## src/rtl/core/ffss_pkg.sv

```systemverilog
// Package: shared constants and types for the float-to-fixed converter.
package ffss_pkg;

	localparam int unsigned DefWidth = 18;
	localparam int unsigned FloatW   = 32;
	localparam int unsigned ShiftW   = 5;
	localparam int unsigned ExpW     = 8;
	localparam int unsigned MantW    = 23;
	localparam logic [ExpW-1:0] ExpMax = 8'hFF;
	localparam logic [ExpW-1:0] ExpMin = 8'h00;

	// Decoded input, registered between the two stages.
	typedef struct packed {
		logic        neg;
		logic        zero;
		logic        sat;
		logic [ExpW-1:0] expo;
		logic [MantW:0]  sig;
		logic [ShiftW-1:0] shift;
	} dec_t;

endpackage

```

## src/rtl/core/ffss_convert.sv

```systemverilog
// Module: combinational scale, round-half-even and saturate of a decoded float.
module ffss_convert #(
	parameter int unsigned WIDTH = ffss_pkg::DefWidth
) (
	input  ffss_pkg::dec_t     dec,
	output logic [WIDTH-1:0]   fixed_value
);
	import ffss_pkg::*;

	// k = expo - 150 + WIDTH-1-shift, in a signed 11-bit range
	localparam int KW = 11;
	localparam logic signed [KW-1:0] KBias = KW'(150 - (int'(WIDTH) - 1));

	logic signed [KW-1:0] k;
	logic [KW-1:0]        r;
	logic [63:0]          ext;
	logic [63:0]          mag;
	logic [63:0]          rem;
	logic [63:0]          halfw;
	logic [63:0]          lim_pos;
	logic [63:0]          lim_neg;
	logic                 big;
	logic                 tiny;
	logic [WIDTH-1:0]     sat_code;

	always_comb begin
		k = $signed({3'b000, dec.expo}) - KBias - $signed({6'd0, dec.shift});
		r = -k;
		ext = {40'd0, dec.sig};
		big = 1'b0;
		tiny = 1'b0;
		rem = '0;
		halfw = '0;
		lim_pos = (64'd1 << (WIDTH - 1)) - 64'd1;
		lim_neg = 64'd1 << (WIDTH - 1);
		mag = '0;
		if (k >= 0) begin
			if (k >= KW'(40)) big = 1'b1;
			else mag = ext << k[5:0];
		end else begin
			if (r >= KW'(26)) tiny = 1'b1;
			else begin
				mag = ext >> r[4:0];
				rem = ext & ((64'd1 << r[4:0]) - 64'd1);
				halfw = 64'd1 << (r[4:0] - 5'd1);
				if (rem > halfw || (rem == halfw && mag[0])) mag = mag + 64'd1;
			end
		end
		sat_code = dec.neg ? {1'b1, {(WIDTH-1){1'b0}}} : {1'b0, {(WIDTH-1){1'b1}}};
		if (dec.zero || tiny) fixed_value = '0;
		else if (dec.sat || big) fixed_value = sat_code;
		else if (dec.neg) begin
			if (mag > lim_neg) fixed_value = sat_code;
			else fixed_value = WIDTH'(64'd0 - mag);
		end else begin
			if (mag > lim_pos) fixed_value = sat_code;
			else fixed_value = mag[WIDTH-1:0];
		end
	end
endmodule

```

## config.mk

```make
export PLATFORM = sky130hd
export DESIGN_NAME = ffss_convert
export DESIGN_NICKNAME = d
export VERILOG_FILES = /design/src/rtl/core/ffss_pkg.sv /design/src/rtl/core/ffss_convert.sv
export SDC_FILE = /design/constraint.sdc
export NUM_CORES = 1
export LEC_CHECK = 0
export CAP_MARGIN = 5
export CORE_ASPECT_RATIO = 0.9
export CORE_MARGIN = 2
export CORE_UTILIZATION = 50
export DETAILED_ROUTE_END_ITERATION = 7
export DONT_BUFFER_PORTS = 1
export GPL_TIMING_DRIVEN = 0
export PLACE_DENSITY_LB_ADDON = 0.05
export SYNTH_ARGS = -nofsm -noshare
export SYNTH_HDL_FRONTEND = slang
export SYNTH_SLANG_ARGS = --single-unit
```

## constraint.sdc

```tcl
create_clock -name vclk -period 23.6
set_clock_uncertainty 0.15 [all_clocks]
set_input_delay 5.9 -clock vclk [all_inputs]
set_output_delay 5.9 -clock vclk [all_outputs]
set_load 0.05 [all_outputs]
```

==> results of run 1 <==
-- Yosys cell counts, types with 7 or more instances --
cell / instances / area share [%]
nand2_1: 132 / 7.1
nor2_1: 89 / 4.8
mux2i_1: 74 / 11
a21oi_1: 66 / 4.7
o21ai_0: 56 / 4.0
ha_1: 42 / 7.5
clkbuf_1: 36 / 1.9
nand3_1: 36 / 2.6
nor3_1: 31 / 2.2
mux2_2: 24 / 3.9
inv_1: 22 / 1.2
o211ai_1: 19 / 2.0
and3_1: 18 / 1.6
nor2b_1: 18 / 1.6
xnor2_1: 18 / 2.2
nand4_1: 17 / 1.5
nor4_1: 16 / 1.4
xor2_1: 15 / 1.9
and2_1: 13 / 1.2
buf_2: 13 / 0.93
a22oi_1: 12 / 1.3
a21o_1: 11 / 1.2
nand2b_1: 11 / 0.98
o21ai_1: 11 / 0.78
or2_2: 11 / 0.98
mux4_2: 10 / 3.2
a31oi_1: 9 / 0.80
buf_1: 9 / 0.48
o21a_1: 9 / 0.96
a211oi_1: 8 / 0.86
a21boi_0: 8 / 0.86
o22ai_1: 8 / 0.71
o31a_1: 7 / 0.87
o31ai_1: 7 / 0.75
or3_1: 7 / 0.62
-- power by group --
part / total (mW) / internal [mW] / leakage, nW / switching [mW]
logic: 0.754 / 0.253 / 2.90 / 0.501
registers: 0 / 0 / 0 / 0
clock network: 0 / 0 / 0 / 0
-- layer usage --
| metal | part of all wire (%) | routed length, um | global-route usage [%] |
|---|---|---|---|
| met5 | 0 | 0 | 0 |
| met2 | 40 | 11000 | 52.2 |
| met3 | 14 | 3780 | 9.02 |
| met1 | 45 | 12400 | 54.5 |
| met4 | 1.9 | 527 | 5.65 |
-- cell families (layout without fill, tap and decap cells) --
logic type,count (synthesis),in the layout
fa+ha+maj,44,44
simple gates,439,439
compound gates,302,302
mux,110,110
xor+xnor,40,40
buf+inv,87,87
-- critical path, delay by kind of cell --
| family | cells | cell delay (ps) |
|---|---|---|
| fa+ha+maj | 7 | 2550 |
| mux | 1 | 240 |
| simple gates | 13 | 3330 |
| buf+inv | 8 | 1780 |
| compound gates | 12 | 2920 |
-- layout make-up --
type               instances  area, um2  area share, %
well taps                172        215           2.90
plain buffers             61        279           3.76
multi-input cells        935       6810           91.9
inverters                 24       90.1           1.22
repair buffers             2       15.0          0.203
-- what timing repair did --
action | in CTS | in global routing
buffers inserted | 0 | 0
setup endpoints to repair | 14 | 18
pin swaps | 0 | 2
resized for setup | 22 | 10
gates cloned | 0 | 0
endpoints found under the hold margin | 0 | 0
-- path summary, 6_finish.rpt --
kind	cells after the start	from	slack, ps	end
max	41	dec[29]	800	fixed_value[15]
min	2	dec[38]	12010	fixed_value[9]
-- layout by cell type (no fill, tap or decap), types with 24 or more instances in the layout --
master      n
nor3_1     30
nand2_1   132
nand3_1    36
ha_1       42
o21ai_0    56
a21oi_1    65
nor2_1     89
mux2_2     24
clkbuf_1   32
mux2i_1    74
-- per-stage QoR --
stage	instances	utilization, %	hold WS, ps	total power [mW]	TNS (ps)
after floorplan	1022	-	11940	0.537	0
after global placement	1194	52.2	11990	0.711	-8110
after detailed placement	1196	52.4	12000	0.710	-4150
after CTS	1195	53.3	12000	0.723	0
after global routing	1194	53.5	12030	0.815	0
final	1194	53.5	12010	0.754	0
==> results.toml, run 1 <==
[die]
die_area_um2 = 15000
die_w_um = 129
die_h_um = 116
ioPinCount = 58
start_util_pct = 50.7
core_area_um2 = 13900
rows = 41

[synthesis]
syn_area_um2 = 7020
synth_cells = 1022
synth_fp_nets = 1105
yosysWarnings = 0
synth_top_family_by_area = "simple AND/OR/NAND/NOR gates"
synth_compound_gate_area_share_pct = 30.5
syn_area_per_cell_um2 = 6.87
synth.distinct_cells = 101
synth_mux_area_share_pct = 18.0
yosys.area_share.simple_pct = 32.2
ys_seq_area_share_pct = 0
synth_fa_ha_area_share_pct = 7.92
synth_xor_area_share_pct = 6.10

[timing]
setup_viol_count_final = 0
finalCriticalPeriod_ps = 22800
period_share_pct = 96.6
setup_slack_ps = 796
worst_pin_slew_ps = 1210
drv_slew = 0
rsz0062_at_grt = "false"
slew_headroom_pct = 18.4
finalHoldViolCount = 0
fmax_ghz = 0.0439

[finish]
drive_gt1_share_pct = 11.8
n_clock_buffer = 0
num_antenna_cells = 0
nets = 1107
seq_cell_count = 0
num-fill-cells = 1432
final_cell_area_um2 = 7410
syn_to_final_growth_pct = 5.62
seqCellArea_um2 = 0

[drt]
drt_pre_antenna_iters = 8
ant_nets = 0
drt_first_iter_violations = 1226
wl_mm = 27.7
via_count = 8447
wl_per_cell_um = 23.2
vias_per_cell = 7.07
drc = 0

[global_routing]
overflow = 0
grt_first_pass_wirelength_mm = 42.4
first_global_vias = 7407
grt_max_degree = 18
grt_antenna_before_repair = 0
track_usage_pct = 36.1

[critical_path]
required_ps = 17550
critPathLaunchType = "input pin"
crit_path_top_delay_cell = "nor4_4"
cp_max_fo = 19
arrival_ps = 16750
path_class = "input pin to primary output"
path_common_cell = "ha_1"
crit_path_max_incr_delay_ps = 680
crit_path_end_kind = "primary output"

[placement]
place.gp.congestion = 1.05
place_worst_setup_slack_ps = -472
io_buffers = 0
dp_hpwl_mm = 22.8
dpl_cell_area_um2 = 7260

[pwr]
ir_worst_vdd_v = 0.0000501
p_leak_nw = 2.90
cellPowerDensity_nw_per_um2 = 102

[job]
maxCapViolCount = 0

[hold_path]
hp-class = "input pin to primary output"

[outcome]
status = "finished clean"

[cts]
ctsHoldBuffers = 0
No activity file was read; power rests on OpenSTA's default activity.
==> run 2, diff against run 1 <==
- CELL_PAD_IN_SITES_DETAIL_PLACEMENT: default -> 0
- CELL_PAD_IN_SITES_GLOBAL_PLACEMENT: default -> 1
==> run 2 against run 1 <==
  * Combinational power about the same
  * Via count decreased by 1.1%
  * Die area unchanged
  * Final cell count unchanged
  * Critical path type unchanged
==> results.toml, run 2 (synthesis results as in run 1) <==
[drt]
drc = 0
vias_per_cell = 7.00
wl_per_cell_um = 23.6
drt_first_iter_violations = 1086
drt_pre_antenna_iters = 5
ant_nets = 0
via_count = 8354
wl_mm = 28.2

[critical_path]
critPathLaunchType = "input pin"
crit_path_end_kind = "primary output"
path_common_cell = "ha_1"
cp_top_family = "compound AO/OA/AOI/OAI gates"
cp_max_fo = 26
required_ps = 17550
cp.buffers_inverters = 8
crit_path_max_incr_delay_ps = 630
arrival_ps = 17090
crit_path_top_delay_cell = "fa_1"
path_class = "input pin to primary output"

[finish]
n_clock_buffer = 0
nets = 1107
seqCellArea_um2 = 0
final_common_cell = "nand2_1"
layout_common_cells = "nand2_1, nor2_1, mux2i_1"
stdcell_count = 1194
drive_gt1_share_pct = 11.6
syn_to_final_growth_pct = 5.40
num_antenna_cells = 0
utilization_pct = 53.4
final_cell_area_um2 = 7400
seq_cell_count = 0

[placement]
post-place-cells = 1196
place_worst_setup_slack_ps = -430
place.gp.congestion = 1.04
io_buffers = 0
dpl_cell_area_um2 = 7260
dp_hpwl_mm = 23.1

[pwr]
p_leak_nw = 2.89
p_sw_share_pct = 66.4
finalPower_mw = 0.753
clkPwrFrac_pct = 0
cellPowerDensity_nw_per_um2 = 102
pwr-share-comb_pct = 100.0
p_int_mw = 0.253
ir_worst_vdd_v = 0.0000848
power_frac_seq_pct = 0
switching_power_mw = 0.500

[die]
rows = 41
die_w_um = 129
start_util_pct = 50.7
ioPinCount = 58
core_area_um2 = 13900
die_area_um2 = 15000
die_h_um = 116

[global_routing]
grt_antenna_before_repair = 0
overflow = 0
track_usage_pct = 36.5
grt_first_pass_wirelength_mm = 42.7
first_global_vias = 7385
grt_max_degree = 18

[timing]
setup_slack_ps = 462
setup_viol_count_final = 0
hold_ws_ps = 12020
finalCriticalPeriod_ps = 23140
fmax_ghz = 0.0432
finalHoldViolCount = 0
slew_headroom_pct = 19.4
drv_slew = 0
worst_pin_slew_ps = 1200
period_share_pct = 98.0
finalSetupTns_ps = 0
rsz0062_at_grt = "true"

[hold_path]
hp-class = "input pin to primary output"

[cts]
cts_setup_buffers = 0
ctsHoldBuffers = 0

[outcome]
status = "finished clean"

[job]
maxCapViolCount = 0
## run 2: layer usage
metal / share of wire (%) / vias up / GRT usage [%] / routed length (um)
met5: 0 / - / 0 / 0
met2: 39 / 478 / 51.9 / 11000
li1: - / 3877 / - / -
met3: 11 / 76 / 8.61 / 3190
met1: 46 / 3923 / 54.8 / 12900
met4: 3.6 / 0 / 9.78 / 1010
## run 2: final cells by class
| cell class | instances | area [um2] |
|---|---|---|
| Multi-Input combinational cell | 935 | 6800 |
| Buffer | 61 | 278 |
| Inverter | 24 | 90.1 |
| Fill cell | 1447 | 6450 |
| Timing Repair Buffer | 2 | 15.0 |
| Tap cell | 172 | 215 |
## run 2: what timing repair did
| action | in CTS | in global routing |
|---|---|---|
| resized for setup | 21 | 7 |
| pin swaps | 1 | 1 |
| endpoints found under the setup margin | 13 | 18 |
## run 2: power groups by stage
stage	combinational (mW)	clock (mW)	sequential [mW]
finish	0.753	0	0
floorplan	0.537	0	0
detailed placement	0.713	0	0
CTS	0.726	0	0
global placement	0.712	0	0
global route	0.810	0	0
## run 2: final timing paths
path / start / end / slack, ps / depth (start not counted)
setup / recovery: dec[29] / fixed_value[8] / 460 / 41
hold / removal: dec[38] / fixed_value[9] / 12020 / 2
==> run 3, diff against run 2 <==
- CORE_UTILIZATION: 50 -> 53
- clock period: 23.6 -> 28.7 ns (I/O delays scaled with it)
==> run 3 against run 2 <==
  * Global-route usage up 0.79 points
  * Hold slack better by 2500 ps
  * Combinational power down 19%
  * Final cell count down 0.50%
  * Critical path type unchanged
  * Critical endpoint is now fixed_value[15]
==> results.toml, run 3 (synthesis results as in run 1) <==
[outcome]
status = "finished clean"

[die]
start_util_pct = 54.7
die_h_um = 113
die_area_um2 = 14200
rows = 39
die_w_um = 125
core_area_um2 = 12800
ioPinCount = 58

[cts]
cts_resized = 0
ctsHoldBuffers = 0
cts_setup_buffers = 0

[global_routing]
track_usage_pct = 37.3
grt_max_degree = 12
first_global_vias = 7476
grt_antenna_before_repair = 0
grt_first_pass_wirelength_mm = 42.7
overflow = 0

[placement]
dp_hpwl_mm = 22.7
io_buffers = 0
place.gp.congestion = 1.03

[pwr]
clkPwrFrac_pct = 0
ir_worst_vdd_v = 0.0000549
p_int_mw = 0.206
p_sw_share_pct = 66.2
switching_power_mw = 0.403
power_frac_seq_pct = 0
cellPowerDensity_nw_per_um2 = 83.9
p_leak_nw = 2.86
pwr-share-comb_pct = 100.0

[hold_path]
min_delay_path_depth = 2
hp-class = "input pin to primary output"

[critical_path]
path_common_cell = "ha_1"
crit_path_top_delay_cell = "nor4_2"
cp_max_fo = 10
required_ps = 21380
crit_path_max_incr_delay_ps = 1070
arrival_ps = 19820
crit_path_end_kind = "primary output"
startpoint = "dec[29]"
path_class = "input pin to primary output"
cp-endpoint = "fixed_value[15]"
critPathLaunchType = "input pin"
cp_num_cells = 39
cp.buffers_inverters = 10
cp_top_family = "simple AND/OR/NAND/NOR gates"

[drt]
wl_mm = 27.8
drt_first_iter_violations = 1100
drc = 0
ant_nets = 0
via_count = 8513
vias_per_cell = 7.17
drt_pre_antenna_iters = 7
wl_per_cell_um = 23.4

[finish]
n_clock_buffer = 0
syn_to_final_growth_pct = 3.39
num-fill-cells = 1327
drive_gt1_share_pct = 10.4
multiInputGateArea_um2 = 6670
layout_common_cells = "nand2_1, nor2_1, mux2i_1"
nets = 1109
final_common_cell = "nand2_1"
seq_cell_count = 0
seqCellArea_um2 = 0
num_antenna_cells = 0

[timing]
rsz0062_at_grt = "false"
finalCriticalPeriod_ps = 27140
period_share_pct = 94.6
slew_headroom_pct = 18.0
hold_ws_ps = 14560
worst_pin_slew_ps = 1220
setup_viol_count_final = 0
finalSetupTns_ps = 0
drv_slew = 0
finalHoldViolCount = 0
fmax_ghz = 0.0368

[job]
maxCapViolCount = 0
-- run 3: metal layers --
layer | vias up | global-route usage (%) | part of all wire, %
met4 | 0 | 5.78 | 2.7
met5 | - | 0 | 0
met2 | 545 | 54.8 | 40
met1 | 4000 | 56.1 | 44
li1 | 3891 | - | -
met3 | 77 | 8.94 | 13
-- run 3: through the flow --
| step | setup slack [ps] | power (mW) | instances | utilization [%] | area (um2) |
|---|---|---|---|---|---|
| after floorplan | 3890 | 0.442 | 1022 | - | 7020 |
| after global placement | 1430 | 0.583 | 1186 | 56.3 | 7220 |
| after detailed placement | 2020 | 0.583 | 1188 | 56.5 | 7250 |
| after CTS | 1950 | 0.586 | 1188 | 56.5 | 7250 |
| after global routing | 889 | 0.653 | 1188 | 56.5 | 7250 |
| final | 1560 | 0.608 | 1188 | 56.5 | 7250 |
-- run 3: final cells by class --
class | count | share of cell area, %
Inverter | 24 | 1.24
Tap cell | 164 | 2.83
Timing Repair Buffer | 2 | 0.207
Multi-Input combinational cell | 935 | 91.9
Buffer | 63 | 3.85
-- run 3: worst min path at each step --
stage	from	end	slack, ps
floorplan	dec[38]	fixed_value[9]	14490
global placement	dec[38]	fixed_value[9]	14550
detailed placement	dec[38]	fixed_value[9]	14560
CTS	dec[38]	fixed_value[9]	14560
global route	dec[38]	fixed_value[9]	14580
finish	dec[38]	fixed_value[9]	14560
-- run 3: power groups by stage --
stage	Combinational, mW	Sequential, mW	Clock, mW
2_1_floorplan	0.442	0	0
6_report	0.608	0	0
4_1_cts	0.586	0	0
3_3_place_gp	0.583	0	0
3_5_place_dp	0.583	0	0
5_1_grt	0.653	0	0
